==> src/rtl/clcd_pkg.sv <==
// shared types and constants for the character lcd write core
package clcd_pkg;

	localparam int LINE_LENGTH_DEF = 40;
	localparam int CG_DEPTH = 64;

	typedef enum logic [1:0] {
		KIND_INSTR   = 2'd0,
		KIND_DATA    = 2'd1,
		KIND_READ_DD = 2'd2,
		KIND_READ_CG = 2'd3
	} kind_t;

	typedef enum logic [1:0] {
		ST_IDLE,
		ST_EXEC,
		ST_READ,
		ST_DONE
	} state_t;

	typedef struct packed {
		logic load;
		logic exec;
		logic capture;
	} dp_cmd_t;

	typedef struct packed {
		logic shift_on;
		logic increment;
		logic blink_on;
		logic cursor_on;
		logic display_on;
		logic font;
		logic two_line;
		logic eight_bit;
	} flags_t;

	localparam flags_t FLAGS_RESET = flags_t'(8'h40);

	localparam logic [7:0] INS_FUNC_MASK  = 8'he0;
	localparam logic [7:0] INS_FUNC_CODE  = 8'h20;
	localparam logic [7:0] INS_DISP_MASK  = 8'hf8;
	localparam logic [7:0] INS_DISP_CODE  = 8'h08;
	localparam logic [7:0] INS_CLEAR      = 8'h01;
	localparam logic [7:0] INS_HOME_MASK  = 8'hfe;
	localparam logic [7:0] INS_HOME_CODE  = 8'h02;
	localparam logic [7:0] INS_ENTRY_MASK = 8'hfc;
	localparam logic [7:0] INS_ENTRY_CODE = 8'h04;
	localparam logic [7:0] INS_CGA_MASK   = 8'hc0;
	localparam logic [7:0] INS_CGA_CODE   = 8'h40;
	localparam logic [7:0] INS_DDA_MASK   = 8'h80;

	localparam logic [7:0] SPACE_CHAR = 8'h20;

endpackage

==> src/rtl/clcd_ctrl.sv <==
// sequencer for one transaction: accept, execute, read back, report
module clcd_ctrl import clcd_pkg::*; (
	input  logic    clk,
	input  logic    arst_n,
	input  logic    start,
	output logic    busy,
	output logic    done,
	output dp_cmd_t cmd
);

	state_t state_q;
	state_t state_d;

	always_ff @(posedge clk or negedge arst_n) begin
		if (!arst_n) begin
			state_q <= ST_IDLE;
		end else begin
			state_q <= state_d;
		end
	end

	always_comb begin
		state_d     = state_q;
		busy        = 1'b1;
		done        = 1'b0;
		cmd         = '0;
		case (state_q)
			ST_IDLE: begin
				busy = 1'b0;
				if (start) begin
					cmd.load = 1'b1;
					state_d  = ST_EXEC;
				end
			end
			ST_EXEC: begin
				cmd.exec = 1'b1;
				state_d  = ST_READ;
			end
			ST_READ: begin
				cmd.capture = 1'b1;
				state_d     = ST_DONE;
			end
			ST_DONE: begin
				done    = 1'b1;
				state_d = ST_IDLE;
			end
			default: begin
				state_d = ST_IDLE;
			end
		endcase
	end

endmodule

==> src/rtl/clcd_datapath.sv <==
// address, flag and ram datapath of the character lcd write core
module clcd_datapath import clcd_pkg::*; #(
	parameter int LINE_LENGTH = LINE_LENGTH_DEF
) (
	input  logic       clk,
	input  logic       arst_n,
	input  dp_cmd_t    cmd,
	input  kind_t      kind,
	input  logic [7:0] data,
	input  logic [6:0] read_index,
	output logic [7:0] read_value,
	output logic [6:0] dd_address,
	output logic [5:0] cg_address,
	output logic       ram_mode,
	output flags_t     flags
);

	localparam int DD_DEPTH = 2 * LINE_LENGTH;
	localparam int DD_AW = $clog2(DD_DEPTH);
	localparam logic [7:0] DD_DEPTH_B = 8'(DD_DEPTH);
	localparam logic [7:0] LINE_B = 8'(LINE_LENGTH);

	kind_t       kind_q;
	logic [7:0]  data_q;
	logic [6:0]  idx_q;

	logic [7:0]  dd_mem_q [DD_DEPTH];
	logic [4:0]  cg_mem_q [CG_DEPTH];
	logic [DD_DEPTH-1:0] dd_vld_q;
	logic [CG_DEPTH-1:0] cg_vld_q;

	logic [6:0]  dd_addr_q;
	logic [5:0]  cg_addr_q;
	logic        ram_mode_q;
	flags_t      flags_q;

	logic [7:0]  dd_rd_q;
	logic [4:0]  cg_rd_q;
	logic        dd_in_q;
	logic        dd_hit_q;
	logic        cg_in_q;
	logic        cg_hit_q;
	logic [7:0]  read_value_q;

	logic [7:0]  dd_wr_idx;
	logic        dd_wr_ok;
	logic        dd_rd_in;
	logic        cg_rd_in;
	logic        data_exec;

	assign data_exec = cmd.exec && (kind_q == KIND_DATA);
	assign dd_rd_in  = {1'b0, idx_q} < DD_DEPTH_B;
	assign cg_rd_in  = !idx_q[6];

	// line mapping for display writes
	always_comb begin
		if (flags_q.two_line) begin
			dd_wr_idx = (dd_addr_q[6] ? LINE_B : 8'd0) + {2'b00, dd_addr_q[5:0]};
			dd_wr_ok  = {2'b00, dd_addr_q[5:0]} < LINE_B;
		end else begin
			dd_wr_idx = {1'b0, dd_addr_q};
			dd_wr_ok  = {1'b0, dd_addr_q} < DD_DEPTH_B;
		end
	end

	always_ff @(posedge clk) begin
		if (cmd.load) begin
			kind_q <= kind;
			data_q <= data;
			idx_q  <= read_index;
		end
	end

	// ram arrays
	always_ff @(posedge clk) begin
		if (data_exec && ram_mode_q && dd_wr_ok) begin
			dd_mem_q[dd_wr_idx[DD_AW-1:0]] <= data_q;
		end
		if (data_exec && !ram_mode_q) begin
			cg_mem_q[cg_addr_q] <= data_q[4:0];
		end
		if (cmd.exec) begin
			dd_rd_q  <= dd_mem_q[idx_q[DD_AW-1:0]];
			cg_rd_q  <= cg_mem_q[idx_q[5:0]];
			dd_in_q  <= dd_rd_in;
			dd_hit_q <= dd_rd_in && dd_vld_q[idx_q[DD_AW-1:0]];
			cg_in_q  <= cg_rd_in;
			cg_hit_q <= cg_rd_in && cg_vld_q[idx_q[5:0]];
		end
		if (cmd.capture) begin
			case (kind_q)
				KIND_READ_DD: begin
					read_value_q <= dd_hit_q ? dd_rd_q : (dd_in_q ? SPACE_CHAR : 8'd0);
				end
				KIND_READ_CG: begin
					read_value_q <= (cg_in_q && cg_hit_q) ? {3'b000, cg_rd_q} : 8'd0;
				end
				default: begin
					read_value_q <= 8'd0;
				end
			endcase
		end
	end

	// instruction decode and address stepping
	always_ff @(posedge clk or negedge arst_n) begin
		if (!arst_n) begin
			dd_vld_q   <= '0;
			cg_vld_q   <= '0;
			dd_addr_q  <= '0;
			cg_addr_q  <= '0;
			ram_mode_q <= 1'b0;
			flags_q    <= FLAGS_RESET;
		end else if (cmd.exec) begin
			case (kind_q)
				KIND_INSTR: begin
					if ((data_q & INS_FUNC_MASK) == INS_FUNC_CODE) begin
						flags_q.eight_bit <= data_q[4];
						flags_q.two_line  <= data_q[3];
						flags_q.font      <= data_q[2];
					end else if ((data_q & INS_DISP_MASK) == INS_DISP_CODE) begin
						flags_q.display_on <= data_q[2];
						flags_q.cursor_on  <= data_q[1];
						flags_q.blink_on   <= data_q[0];
					end else if (data_q == INS_CLEAR) begin
						dd_addr_q         <= '0;
						flags_q.increment <= 1'b1;
						dd_vld_q          <= '0;
					end else if ((data_q & INS_HOME_MASK) == INS_HOME_CODE) begin
						dd_addr_q <= '0;
					end else if ((data_q & INS_ENTRY_MASK) == INS_ENTRY_CODE) begin
						flags_q.increment <= data_q[1];
						flags_q.shift_on  <= data_q[0];
					end else if ((data_q & INS_CGA_MASK) == INS_CGA_CODE) begin
						cg_addr_q  <= data_q[5:0];
						ram_mode_q <= 1'b0;
					end else if ((data_q & INS_DDA_MASK) == INS_DDA_MASK) begin
						dd_addr_q  <= data_q[6:0];
						ram_mode_q <= 1'b1;
					end
				end
				KIND_DATA: begin
					if (!ram_mode_q) begin
						cg_vld_q[cg_addr_q] <= 1'b1;
						cg_addr_q <= flags_q.increment ? cg_addr_q + 6'd1 : cg_addr_q - 6'd1;
					end else begin
						if (dd_wr_ok) begin
							dd_vld_q[dd_wr_idx[DD_AW-1:0]] <= 1'b1;
						end
						dd_addr_q <= flags_q.increment ? dd_addr_q + 7'd1 : dd_addr_q - 7'd1;
					end
				end
				default: begin
				end
			endcase
		end
	end

	assign read_value = read_value_q;
	assign dd_address = dd_addr_q;
	assign cg_address = cg_addr_q;
	assign ram_mode   = ram_mode_q;
	assign flags      = flags_q;

endmodule

==> src/rtl/char_lcd_controller_write_core.sv <==
// top level of the character lcd write core
// done pulses for one cycle once the transaction has passed through the exec and read states
// a new transaction is taken only once the four-state sequencer is back in idle
// the display and glyph rams read through one registered port each
// reset zeroes addresses, mode and ram valid bits, flags come up with only increment set
// done cannot be held off; results are valid from done onwards and hold until the next read capture
module char_lcd_controller_write_core import clcd_pkg::*; #(
	parameter int LINE_LENGTH = LINE_LENGTH_DEF
) (
	input  logic       clk,
	input  logic       arst_n,
	input  logic       start,
	output logic       busy,
	input  logic [1:0] kind,
	input  logic [7:0] data,
	input  logic [6:0] read_index,
	output logic       done,
	output logic [7:0] read_value,
	output logic [6:0] dd_address,
	output logic [5:0] cg_address,
	output logic       ram_mode,
	output logic       eight_bit,
	output logic       two_line,
	output logic       font_flag,
	output logic       display_on,
	output logic       cursor_on,
	output logic       blink_on,
	output logic       increment,
	output logic       shift_flag
);

	dp_cmd_t cmd;
	flags_t  flags;

	clcd_ctrl u_ctrl (
		.clk    (clk),
		.arst_n (arst_n),
		.start  (start),
		.busy   (busy),
		.done   (done),
		.cmd    (cmd)
	);

	clcd_datapath #(
		.LINE_LENGTH (LINE_LENGTH)
	) u_datapath (
		.clk        (clk),
		.arst_n     (arst_n),
		.cmd        (cmd),
		.kind       (kind_t'(kind)),
		.data       (data),
		.read_index (read_index),
		.read_value (read_value),
		.dd_address (dd_address),
		.cg_address (cg_address),
		.ram_mode   (ram_mode),
		.flags      (flags)
	);

	assign eight_bit  = flags.eight_bit;
	assign two_line   = flags.two_line;
	assign font_flag  = flags.font;
	assign display_on = flags.display_on;
	assign cursor_on  = flags.cursor_on;
	assign blink_on   = flags.blink_on;
	assign increment  = flags.increment;
	assign shift_flag = flags.shift_on;

endmodule

==> config.mk <==
export PLATFORM = sky130hd
export DESIGN_NAME = char_lcd_controller_write_core
export DESIGN_NICKNAME = d
export VERILOG_FILES = /design/src/rtl/clcd_pkg.sv /design/src/rtl/clcd_ctrl.sv /design/src/rtl/clcd_datapath.sv /design/src/rtl/char_lcd_controller_write_core.sv
export SDC_FILE = /design/constraint.sdc
export NUM_CORES = 1
export LEC_CHECK = 0
export ABC_AREA = 0
export BUFFER_PORTS_ARGS = -buffer_cell sky130_fd_sc_hd__buf_2
export CORE_MARGIN = 10
export CORE_UTILIZATION = 25
export DETAILED_ROUTE_END_ITERATION = 12
export SLEW_MARGIN = 20
export SYNTH_ARGS = -nofsm -noshare
export SYNTH_HDL_FRONTEND = slang
export SYNTH_SLANG_ARGS = --single-unit
==> constraint.sdc <==
create_clock -name clk -period 4.68 [get_ports clk]
set_clock_uncertainty 0.2 [all_clocks]
set_input_delay 0.468 -clock clk [delete_from_list [all_inputs] [get_ports clk]]
set_output_delay 0.468 -clock clk [all_outputs]
set_load 0.005 [all_outputs]
---- Word level (Yosys, flattened, before mapping) ----
Memory sizes are Yosys's and may differ from the RTL's. A register that Yosys moved wholly into a read port is not among the register bits.
Cells that the tools add are included.
word-level totals
  logic and storage cells ................. 155
  output and inout bits ................... 32
  memories kept ........................... 2
  register bits ........................... 197
  bits in writable memories ............... 960
  input port bits ......................... 20
memories
  name                 words  bits a word  rd ports  clocked after memory_dff  write ports  line                 text
  u_datapath.dd_mem_q  80     8            1         1                         1            clcd_datapath.sv:27  logic [7:0] dd_mem_q [DD_DEPTH];
  u_datapath.cg_mem_q  64     5            1         1                         1            clcd_datapath.sv:28  logic [4:0] cg_mem_q [CG_DEPTH];
cells by class
  eq/ne operators ......................... 27
  muxes and demuxes ....................... 57
  bitwise operators ....................... 8
  order comparisons ....................... 9
  reduce and logical (&&, ||, !) cells .... 25
  $add $sub $neg .......................... 5
operators by type and width
  kind                                                    number
  two-way mux 80 bit                                      5
  one-hot mux 80 bit (2 select lines)                     1
  bitwise OR 80 bit                                       1
  two-way mux 7 bit                                       10
  bitwise OR 64 bit                                       1
  two-way mux 6 bit                                       10
  two-way mux 1 bit                                       20
  < comparator 7 x 8 -> 1 bit (second input constant)     2
  one-hot mux 8 bit (2 select lines)                      1
  AND reduction 8 bit                                     2
  < comparator 6 x 7 -> 1 bit (second input constant)     2
  < comparator 7 bit (second input constant)              2
  inequality test 2 bit (second input constant)           7
  one-hot mux 7 bit (2 select lines)                      1
  AND reduction 7 bit                                     2
  one-hot mux 6 bit (2 select lines)                      1
  inequality test 2 x 1 -> 1 bit (second input constant)  5
  logical AND 1 bit                                       9
  AND reduction 9 bit                                     1
  == test 2 bit (second input constant)                   4
  == test 8 x 1 -> 1 bit (second input constant)          1
  two-way mux 8 bit                                       1
  inequality test 4 x 2 -> 1 bit (second input constant)  2
  one-hot mux 2 bit (4 select lines)                      1
  27 further kinds                                        39

---- Logic depth before layout (Yosys ltp) ----
Gate-level depths: netlist of the first run.
  word-level depth ........................ 11
  depth in mapped cells ................... 10
  mapped depth without buffers ............ 7

---- Cells and area by module ----
From an unflattened synthesis of the first run, not the netlist that was laid out.
second synthesis, totals
  cells, all modules ...................... 2481
  area, all modules ....................... 46674.8 um^2
by module, submodules not included
  module         times used  sequential area each (um^2)  cells each  area each (um^2)
  clcd_datapath  1           34244.1                      2466        46500.8
  clcd_ctrl      1           50.0                         15          173.9

---- Least setup slack after synthesis of the first run ----
No wires, ideal clock.
  path type ............................... register -> register
  from .................................... reg, netlist name u_datapath.data_q[0]
  to ...................................... mem u_datapath.dd_mem_q[34][0] (enable)
  data required time ...................... 4110 ps
  setup time .............................. 370 ps
  setup slack ............................. 414 ps
  arrival time ............................ 3696 ps
  clock period less this slack ............ 4266 ps
  path buffers ............................ 0
  cell stages (with the launch flop) ...... 6
  cell sequence ........................... edfxtp_1 nor2b_1 a31oi_1 a2111oi_4 nand3_1 nor2_1
RTL lines
  what       line
  to (decl)  clcd_datapath.sv:27

---- Worst setup path in the final report of the first run ----
  from .................................... reg u_datapath.kind_q[0]
  to ...................................... mem u_datapath.dd_mem_q[16][7] (enable)
on the way
  longest elaborated chain between the ends .. 6
RTL lines
  what                                     line                 text
  from (decl)                              clcd_datapath.sv:23  kind_t kind_q;
  from (signal assigned)                   clcd_datapath.sv:68  kind_q <= kind;
  == test 2 x 1 -> 1 bit                   clcd_datapath.sv:51  assign data_exec = cmd.exec && (kind_q == KIND_DATA);
  logical AND 1 bit                        clcd_datapath.sv:51
  logical AND 1 bit (2 in a row)           clcd_datapath.sv:76  if (data_exec && ram_mode_q && dd_wr_ok) begin
  two-way mux 1 bit                        clcd_datapath.sv:76
  two-way mux 1 bit (implied by the code)  clcd_datapath.sv:77  dd_mem_q[dd_wr_idx[DD_AW-1:0]] <= data_q;
No other way between the ends.

==> results.py, run 1 <==
metrics = {
    "logic_synthesis": {
        "synth.yosys.seq_area_share": 0.730,
        "syn-mean-instance-area_sq_um": 19.1,
        "synth.cell_area_sq_um": 47000,
        "synthesis.nets": 2504,
        "synth_cell_types": 68,
        "synth_top_area_cell": "sky130_fd_sc_hd__edfxtp_1",
        "synth_edf_count": 1002,
        "dominantRegCellSynth": "sky130_fd_sc_hd__edfxtp_1",
        "async_set_or_reset_register_ratio_after_synthesis": 0.144,
        "synth_cells": 2463,
        "yosys-top-cells-area": "sky130_fd_sc_hd__edfxtp_1 (64%), sky130_fd_sc_hd__mux4_2 (13%), sky130_fd_sc_hd__dfrtp_1 (8.9%)",
        "synth_top_area_share": 0.641,
        "yosysWarningCount": 0,
        "postSynthRegisterBits": 1170,
    },
    "pwr": {
        "power.switching_mw": 7.05,
        "areal_power_density_over_the_cells_nw_per_um2": 477,
        "sw_frac_of_total": 0.270,
        "p_int_mw": 19.0,
        "power.share.combinational": 0.162,
        "power_mw": 26.1,
        "vdd.ir_drop.worst_mv": 0.308,
        "p_clk_frac": 0.363,
        "cellLeakagePower_nw": 17.9,
        "power.share.sequential": 0.474,
    },
    "timing": {
        "timing.final.ws_setup_ns": 0.987,
        "final-hold-violation-count": 0,
        "fmaxAchievable_mhz": 271,
        "worstMarginPinSlew_ns": 1.02,
        "timing.final.setup_violations": 0,
        "fin_tns_setup_ns": 0,
        "timing_max_transition_violations_final": 0,
        "layout_min_cycle_time_ns": 3.69,
        "post-route-period-util": 0.789,
        "rsz0062_at_grt": "no",
        "relSlewSlack": 0.320,
    },
    "placed_design": {
        "gp_congestion": 0.816,
        "detailed_place.area_sq_um": 50600,
        "dp_hpwl_mm": 73.7,
        "dp_slack_ns": 1.02,
        "buffer_ports.inserted": 51,
    },
    "floorplan": {
        "horizontal_die_dimension_um": 453,
        "row_count": 159,
        "core_area_sq_um": 187000,
        "initial_utilization": 0.251,
        "area_enclosed_by_the_die_boundary_sq_um": 206000,
        "die_h_um": 453,
        "io_pins": 52,
    },
    "setup_path": {
        "path_buf_inv": 0,
        "critPathMaxFanout": 12,
        "path_cells": "and2b_1 -> nand2_1 -> nor3_1 -> nand2_1 -> nor2_1",
        "cell_count_of_the_worst_reg_to_reg_path": 5,
        "endpoint_required_time_on_the_critical_path_ns": 4.80,
        "setup.reg_to_reg.worst_slack_ns": 0.99,
        "arrival_ns": 3.82,
        "worst-setup-path-type": "flop to flop",
        "crit_family": "simple AND/OR/NAND/NOR gates",
        "cp_common_cell": "sky130_fd_sc_hd__nand2_1",
        "cp_num_cells": 5,
        "crit_path_end_kind": "flop",
        "largest_stage_delay_on_the_critical_path_ns": 0.84,
        "cp_slowest_cell": "sky130_fd_sc_hd__nor2_1",
        "crit_path_start_kind": "flop",
    },
    "clock_network": {
        "numClockSinks": 1170,
        "ctsResizeCount": 0,
        "max-clock-path-buffers": 3,
        "clock-root-buffer": "sky130_fd_sc_hd__clkbuf_16",
        "cts_htree_levels": 3,
        "postCtsHoldBufs": 19,
        "post_cts_buffers": 0,
        "cts-buffers-inserted": 112,
        "clock_latency_ns": 0.73,
        "cts_tree": "yes",
        "cts.reportedPaths.clkPinSlew_ns": 0.07,
    },
    "finish": {
        "final_cell_area_sq_um": 54700,
        "most-common-layout-cells": "sky130_fd_sc_hd__edfxtp_1 (1002), sky130_fd_sc_hd__mux4_2 (270), sky130_fd_sc_hd__nor2_1 (192)",
        "register_area_sq_um": 34300,
        "mostFrequentLayoutCell": "sky130_fd_sc_hd__edfxtp_1",
        "finish.utilization": 0.292,
        "nFillCells": 18337,
        "final_nets": 2654,
        "growth_of_design_area_from_synthesis_to_finish_pct": 16.4,
        "final_layout_size_suffix_gt1_frac": 0.240,
        "multi_input_area_sq_um": 11800,
    },
    "status": {
        "outcome": "completed",
    },
    "detailed_routing": {
        "routedWlPerCell_um": 22.7,
        "drt-initial-drc-count": 2839,
        "finalWirelength_mm": 118,
        "antenna_violating_nets_post_route": 0,
        "first_pass_drt_iterations": 6,
        "drc": 0,
        "vias_per_cell": 4.68,
        "detailroute.via_count": 24383,
    },
    "grt": {
        "grt_pass1_wl_mm": 174,
        "antenna_found_initial": 1,
        "gr-usage-all-layers": 0.112,
        "grt_start_max_net_pins": 150,
        "first_global_vias": 24981,
        "gr-total-overflow": 0,
    },
    "min_path": {
        "hp-class": "input port to async pin",
    },
    "run": {
        "cap_violations": 0,
    },
}
==> power by group through the flow <==
stage / combinational (mW) / clock (mW) / sequential [mW]
4_1_cts: 4.30 / 9.64 / 12.4
3_5_place_dp: 4.28 / 0 / 12.6
3_3_place_gp: 4.24 / 0 / 12.6
2_1_floorplan: 2.49 / 0 / 12.6
5_1_grt: 4.55 / 10.1 / 12.4
6_report: 4.23 / 9.47 / 12.4
==> cells by family (layout without fill, tap and decap cells) <==
| family | after synthesis | count (layout) | share of synthesized area |
|---|---|---|---|
| buffers and inverters | 163 | 411 | 0.0183 |
| adders and majority gates | 21 | 21 | 0.00591 |
| and+or+nand+nor | 407 | 407 | 0.0390 |
| muxes | 373 | 373 | 0.155 |
| xor gates and xnor gates | 7 | 7 | 0.00131 |
| other | 0 | 2 | 0 |
| AOI/OAI and AO/OA | 322 | 322 | 0.0509 |
| DFF | 1170 | 1170 | 0.730 |
==> stage by stage <==
step,hold WS (ns),instances
after floorplan,-0.0276,2463
after global placement,0.253,4975
after detailed placement,0.257,4975
after CTS,0.156,5206
after global routing,0.240,5207
final,0.162,5208
==> synth_stat cells, drive strengths merged, types with 3 or more instances <==
master / count
a2111oi: 12
a211oi: 6
a21o: 9
a21oi: 23
a221oi: 11
a22o: 64
a22oi: 17
a31oi: 11
a41oi: 7
and2: 7
and3: 6
and4: 4
buf: 88
clkbuf: 60
dfrtp: 167
edfxtp: 1002
ha: 19
inv: 14
mux2: 27
mux2i: 69
mux4: 277
nand2: 86
nand2b: 20
nand3: 25
nand3b: 3
nand4: 10
nor2: 192
nor2b: 20
nor3: 17
nor3b: 4
nor4: 3
o211ai: 5
o21ai: 47
o21bai: 65
o221ai: 3
o22a: 9
o22ai: 12
o31ai: 4
o32ai: 5
or3: 3
xnor2: 4
xor2: 3
==> metal layers <==
| metal | vias to the layer above | routed length [um] | track usage |
|---|---|---|---|
| li1 | 10336 | - | - |
| met1 | 13011 | 49800 | 0.152 |
| met2 | 859 | 57400 | 0.183 |
| met3 | 177 | 7130 | 0.0168 |
| met4 | 0 | 4040 | 0.0404 |
| met5 | - | 0 | 0 |
==> flip-flops by register name (all words and copies together), names as in the netlist <==
register               cells
u_datapath.ram_mode        1
u_datapath.cg_address      6
u_datapath.dd_vld_q       80
u_datapath.cg_rd_q         5
u_datapath.dd_in_q         1
u_datapath.dd_mem_q      640
u_ctrl.state_q             2
u_datapath.idx_q           7
u_datapath.kind_q          2
u_datapath.data_q          8
u_datapath.flags           8
u_datapath.cg_mem_q      320
u_datapath.cg_vld_q       64
u_datapath.cg_in_q         1
u_datapath.dd_address      7
u_datapath.dd_hit_q        1
u_datapath.dd_rd_q         8
u_datapath.cg_hit_q        1
u_datapath.read_value      8
==> worst register-to-register path: stages (launching register included) <==
cell,delay [ns]
sky130_fd_sc_hd__edfxtp_1,0.59
sky130_fd_sc_hd__and2b_1,0.37
sky130_fd_sc_hd__nand2_1,0.20
sky130_fd_sc_hd__nor3_1,0.38
sky130_fd_sc_hd__nand2_1,0.71
sky130_fd_sc_hd__nor2_1,0.84
==> final timing paths <==
path                                         start                          to
setup reg to reg              u_datapath.kind_q[0]  u_datapath.dd_mem_q[16][7]
hold reg to reg            u_datapath.cg_vld_q[24]     u_datapath.cg_vld_q[24]
min in group clk           u_datapath.cg_vld_q[24]     u_datapath.cg_vld_q[24]
setup / recovery              u_datapath.kind_q[0]  u_datapath.dd_mem_q[16][7]
hold / removal                              arst_n         u_datapath.flags[7]
max in group asynchronous                   arst_n         u_datapath.flags[2]
==> cell type report <==
type | instances | share of cell area
tap | 2495 | 0.0571
clock inverter | 70 | 0.0155
sequential | 1170 | 0.627
antenna | 2 | 0.0000915
timing repair buffer | 184 | 0.0278
multi-input combinational | 1130 | 0.216
clock buffer | 142 | 0.0552
inverter | 15 | 0.00103
No activity file was read; power rests on OpenSTA's default activity.
==> run 2, diff against run 1 <==
- clock period: 4.68 -> 3.1 ns (I/O delays scaled with it)
==> run 2 against run 1 <==
Net effect:
- combinational power up 59%
- sequential power up 51%
- clock-buffer cell count up 6
- utilization up 0.84 points
- first-iteration DRC count down 8.1%
- highest routed layer unchanged
==> results.py, run 2 (synthesis gave the netlist of run 1 again) <==
metrics = {
    "timing": {
        "final-hold-violation-count": 0,
        "timing.final.ws_setup_ns": 0.0263,
        "post-route-period-util": 0.992,
        "fmaxAchievable_mhz": 325,
        "worstMarginPinSlew_ns": 0.871,
        "timing.final.setup_violations": 0,
        "relSlewSlack": 0.420,
        "layout_min_cycle_time_ns": 3.07,
        "hold_ws_ns": 0.0344,
        "timing_max_transition_violations_final": 0,
        "rsz0062_at_grt": "yes",
    },
    "placed_design": {
        "buffer_ports.inserted": 51,
        "dp_hpwl_mm": 77.0,
        "detailed_place.area_sq_um": 52100,
        "gp_congestion": 0.830,
        "dp_slack_ns": -0.341,
    },
    "floorplan": {
        "die_h_um": 453,
        "horizontal_die_dimension_um": 453,
        "core_area_sq_um": 187000,
        "row_count": 159,
        "io_pins": 52,
        "area_enclosed_by_the_die_boundary_sq_um": 206000,
        "initial_utilization": 0.251,
    },
    "setup_path": {
        "reg2reg_to": "u_datapath.dd_rd_q[4]",
        "path_buf_inv": 2,
        "arrival_ns": 3.29,
        "rr_startpoint": "u_datapath.idx_q[0]",
        "worst-setup-path-type": "flop to flop",
        "largest_stage_delay_on_the_critical_path_ns": 0.54,
        "crit_path_end_kind": "flop",
        "cp_common_cell": "sky130_fd_sc_hd__buf_12",
        "crit_family": "multiplexers",
        "cell_count_of_the_worst_reg_to_reg_path": 7,
        "setup.reg_to_reg.worst_slack_ns": 0.03,
        "path_cells": "buf_12 -> buf_12 -> mux4_2 -> mux2i_1 -> nand2_1 -> nand4_1 -> a41oi_1",
        "critPathMaxFanout": 25,
        "crit_path_start_kind": "flop",
        "cp_slowest_cell": "sky130_fd_sc_hd__mux4_2",
        "endpoint_required_time_on_the_critical_path_ns": 3.31,
    },
    "grt": {
        "grt_pass1_wl_mm": 177,
        "gr-usage-all-layers": 0.114,
        "grt_start_max_net_pins": 150,
        "first_global_vias": 25516,
        "gr-total-overflow": 0,
        "antenna_found_initial": 2,
    },
    "clock_network": {
        "cts.reportedPaths.clkPinSlew_ns": 0.06,
        "clock_latency_ns": 0.74,
        "cts_tree": "yes",
        "cts_htree_levels": 3,
        "numClockSinks": 1170,
        "cts-buffers-inserted": 111,
        "max-clock-path-buffers": 3,
        "clock-root-buffer": "sky130_fd_sc_hd__clkbuf_16",
    },
    "min_path": {
        "hp-class": "input port to async pin",
    },
    "finish": {
        "final_layout_size_suffix_gt1_frac": 0.286,
        "nFillCells": 18322,
        "final_cell_area_sq_um": 56300,
        "final_nets": 2809,
        "largest_reg_flops": 640,
        "mostFrequentLayoutCell": "sky130_fd_sc_hd__edfxtp_1",
        "most-common-layout-cells": "sky130_fd_sc_hd__edfxtp_1 (1002), sky130_fd_sc_hd__mux4_2 (270), sky130_fd_sc_hd__buf_4 (227)",
        "growth_of_design_area_from_synthesis_to_finish_pct": 19.8,
    },
    "detailed_routing": {
        "finalWirelength_mm": 120,
        "vias_per_cell": 4.61,
        "drt-initial-drc-count": 2608,
        "detailroute.via_count": 24742,
        "routedWlPerCell_um": 22.3,
        "first_pass_drt_iterations": 5,
        "drc": 0,
        "antenna_violating_nets_post_route": 0,
    },
    "pwr": {
        "areal_power_density_over_the_cells_nw_per_um2": 707,
        "vdd.ir_drop.worst_mv": 0.457,
        "cellLeakagePower_nw": 18.8,
    },
    "status": {
        "outcome": "completed",
    },
    "run": {
        "cap_violations": 0,
    },
}
## run 2: cell count changes in the layout (fill, tap and decap cells not counted), moves of 6 or more
cell,before,now
sky130_fd_sc_hd__buf_12,17,41
sky130_fd_sc_hd__clkinv_2,17,24
sky130_fd_sc_hd__nor2_1,192,179
sky130_fd_sc_hd__clkbuf_8,4,12
sky130_fd_sc_hd__clkinvlp_4,12,2
sky130_fd_sc_hd__buf_4,97,227
sky130_fd_sc_hd__inv_6,7,1
sky130_fd_sc_hd__nor2_2,0,10
## run 2: metal layers
layer  wire length (um)  vias to the layer above  part of all wire  track usage
met5                  0                        -                 0            0
met4               3650                        0             0.030       0.0400
met3               7400                      165             0.062       0.0179
met2              58200                      799              0.49        0.187
met1              50600                    13139              0.42        0.153
li1                   -                    10639                 -            -
## run 2: worst min-delay path: cells and delay by family
kind / cells / cell delay [ns]
buf+inv: 3 / 1.04
## run 2: layout make-up
| class | instances | area [sq um] | share of cell area |
|---|---|---|---|
| antenna | 2 | 5.00 | 0.0000890 |
| clock buffer | 148 | 3060 | 0.0544 |
| clock inverter | 62 | 807 | 0.0143 |
| inverter | 15 | 56.3 | 0.00100 |
| multi-input combinational | 1130 | 11900 | 0.212 |
| sequential | 1170 | 34300 | 0.610 |
| tap | 2495 | 3120 | 0.0555 |
| timing repair buffer | 340 | 3020 | 0.0536 |
## run 2: power breakdown
group | internal, mW | switching, mW | leakage [nW] | total, mW
clock network | 8.31 | 6.02 | 1.90 | 14.3
registers | 18.1 | 0.571 | 11.3 | 18.7
logic | 2.66 | 4.06 | 5.59 | 6.72
## run 2: how the worst max path moves through the flow
stage	cells after the start	slack, ns	end	start
6_report	7	0.03	u_datapath.dd_rd_q[4]	u_datapath.idx_q[0]
5_1_grt	9	-0.05	u_datapath.dd_mem_q[49][7]	u_datapath.dd_address[5]
3_5_place_dp	8	-0.34	u_datapath.dd_rd_q[4]	u_datapath.idx_q[4]
3_3_place_gp	8	-0.27	u_datapath.dd_rd_q[3]	u_datapath.idx_q[4]
4_1_cts	6	0.02	u_datapath.cg_rd_q[4]	u_datapath.idx_q[0]
2_1_floorplan	5	-0.74	u_datapath.dd_mem_q[34][0]	u_datapath.data_q[0]
## run 2: stage by stage
stage | util | instances | power, mW | TNS [ns]
2_1_floorplan | - | 2463 | 22.9 | -55.73
3_3_place_gp | 0.278 | 5130 | 25.7 | -0.508
3_5_place_dp | 0.278 | 5130 | 25.8 | -0.593
4_1_cts | 0.300 | 5360 | 40.1 | 0
5_1_grt | 0.300 | 5361 | 41.2 | -1.10
6_report | 0.300 | 5362 | 39.7 | 0
## run 2: timing repair
action,4_1_cts,5_1_grt
setup buffers,0,0
endpoints found under the hold margin,186,0
endpoints found under the setup margin,4,60
gates resized for setup,3,10
hold buffers,20,0
==> run 3, diff against run 2 <==
- clock period: 3.1 -> 3.9 ns (I/O delays scaled with it)
==> run 3 against run 2 <==
Net effect:
- sequential share of layout area grew 1.5 points
- critical path type unchanged
- first-iteration DRC count down 10%
- critical endpoint is now u_datapath.dd_mem_q[44][7]
- worst setup slack better by 0.49 ns
- clock-buffer cell count decreased by 12
- sequential power fell by 20%
- critical path depth fell by 1
- design area down 2.4%
- combinational power down 25%
==> results.py, run 3 (synthesis gave the netlist of run 1 again) <==
metrics = {
    "status": {
        "outcome": "completed",
    },
    "timing": {
        "layout_min_cycle_time_ns": 3.38,
        "final-hold-violation-count": 0,
        "post-route-period-util": 0.867,
        "timing.final.setup_violations": 0,
        "fin_tns_setup_ns": 0,
        "relSlewSlack": 0.302,
        "worstMarginPinSlew_ns": 1.05,
        "timing_max_transition_violations_final": 0,
        "rsz0062_at_grt": "no",
        "fmaxAchievable_mhz": 296,
    },
    "detailed_routing": {
        "first_pass_drt_iterations": 6,
        "antenna_violating_nets_post_route": 0,
        "finalWirelength_mm": 120,
        "drt-initial-drc-count": 2347,
        "vias_per_cell": 4.69,
        "detailroute.via_count": 24638,
        "routedWlPerCell_um": 22.8,
        "drc": 0,
    },
    "floorplan": {
        "initial_utilization": 0.251,
        "row_count": 159,
        "area_enclosed_by_the_die_boundary_sq_um": 206000,
        "io_pins": 52,
        "die_h_um": 453,
        "core_area_sq_um": 187000,
        "horizontal_die_dimension_um": 453,
    },
    "setup_path": {
        "critPathMaxFanout": 9,
        "cell_count_of_the_worst_reg_to_reg_path": 6,
        "crit_path_start_kind": "flop",
        "arrival_ns": 3.51,
        "worst-setup-path-type": "flop to flop",
        "crit_path_end_kind": "flop",
        "reg2reg_to": "u_datapath.dd_mem_q[44][7]",
        "endpoint_required_time_on_the_critical_path_ns": 4.03,
        "endpoint": "u_datapath.dd_mem_q[44][7]",
        "critical_path.startpoint": "u_datapath.dd_address[6]",
        "setup.reg_to_reg.worst_slack_ns": 0.52,
        "rr_startpoint": "u_datapath.dd_address[6]",
    },
    "grt": {
        "gr-usage-all-layers": 0.115,
        "first_global_vias": 25104,
        "met3_usage": 0.0163,
        "grt_pass1_wl_mm": 177,
        "gr-usage-met1": 0.157,
        "groute.layer.met2.usage": 0.186,
        "grt_start_max_net_pins": 149,
        "grt.busiest_layer": "met2",
        "antenna_found_initial": 0,
        "gr-total-overflow": 0,
    },
    "finish": {
        "final_cell_count_no_fill": 5257,
        "num_antenna_cells": 0,
        "final_layout_size_suffix_gt1_frac": 0.249,
        "most-common-layout-cells": "sky130_fd_sc_hd__edfxtp_1 (1002), sky130_fd_sc_hd__mux4_2 (270), sky130_fd_sc_hd__nor2_1 (190)",
        "mostFrequentLayoutCell": "sky130_fd_sc_hd__edfxtp_1",
        "growth_of_design_area_from_synthesis_to_finish_pct": 16.8,
        "finish.utilization": 0.293,
        "largest_reg_flops": 640,
        "final_nets": 2706,
    },
    "clock_network": {
        "max-clock-path-buffers": 3,
        "post_cts_buffers": 0,
        "numClockSinks": 1170,
        "clock-root-buffer": "sky130_fd_sc_hd__clkbuf_16",
        "cts-buffers-inserted": 112,
        "clock_latency_ns": 0.71,
        "cts.reportedPaths.clkPinSlew_ns": 0.07,
        "cts_tree": "yes",
        "cts_htree_levels": 3,
    },
    "pwr": {
        "power_mw": 30.9,
        "areal_power_density_over_the_cells_nw_per_um2": 563,
        "cellLeakagePower_nw": 18.1,
        "vdd.ir_drop.worst_mv": 0.380,
    },
    "placed_design": {
        "dp_hpwl_mm": 76.0,
        "placedCellCount": 5027,
        "buffer_ports.inserted": 51,
        "gp_congestion": 0.824,
    },
    "min_path": {
        "hp-class": "input port to async pin",
    },
    "run": {
        "cap_violations": 0,
    },
}
run 3: cell types whose count changed in the layout (fill, tap and decap cells not counted), sizes merged:
cell      previous run  this run
clkinvlp             2         7
clkinv              39        50
clkbuf             148       136
bufinv              16        13
diode                2         0
buf                321       217
run 3: final cells by class:
class,instances,area (sq um)
clock inverters,75,724
multi-input cells,1130,11800
well taps,2495,3120
inverters,15,56.3
fillers,18368,133000
repair buffers,236,1890
clock buffers,136,2960
flip-flops and latches,1170,34300
run 3: power breakdown:
part | leakage [nW] | switching, mW | internal (mW)
Clock | 1.79 | 4.70 | 6.25
Combinational | 4.95 | 3.16 | 1.91
Sequential | 11.3 | 0.475 | 14.4
Total | 18.1 | 8.34 | 22.6
run 3: stage by stage:
step                      area (sq um)  setup WS, ns  hold slack [ns]
after floorplan                  47000       0.00605           -0.106
after global placement           51000         0.502            0.249
after detailed placement         51000         0.466            0.246
after CTS                        54900         0.500           0.0425
after global routing             54900         0.340            0.134
final                            54900         0.518           0.0530
run 3: metal layers:
layer  up-vias  wire length, um
met5         -                0
met4         0             3660
met3       188             7250
met2       870            58100
met1     13154            51000
li1      10426                -
run 3: worst max-delay path: stages, from the launching register on:
cell	delay, ns
sky130_fd_sc_hd__dfrtp_1	0.47
sky130_fd_sc_hd__ha_1	0.24
sky130_fd_sc_hd__ha_1	0.28
sky130_fd_sc_hd__nand2b_1	0.16
sky130_fd_sc_hd__o22ai_1	0.32
sky130_fd_sc_hd__nand3_1	0.51
sky130_fd_sc_hd__nor2_1	0.82
run 3: worst min path at each step:
stage,slack [ns],endpoint,startpoint,cells past startpoint
after detailed placement,0.25,u_ctrl.state_q[1],arst_n,1
after global placement,0.25,u_ctrl.state_q[1],arst_n,1
final,0.05,u_ctrl.state_q[1],arst_n,2
after CTS,0.04,u_ctrl.state_q[1],arst_n,2
after global routing,0.13,u_ctrl.state_q[1],arst_n,2
after floorplan,-0.11,u_ctrl.state_q[0],arst_n,0
run 3: repair_timing:
item                                   4_1_cts  5_1_grt
hold buffers                                19        0
endpoints found under the hold margin       83        0
resized for setup                            0        0
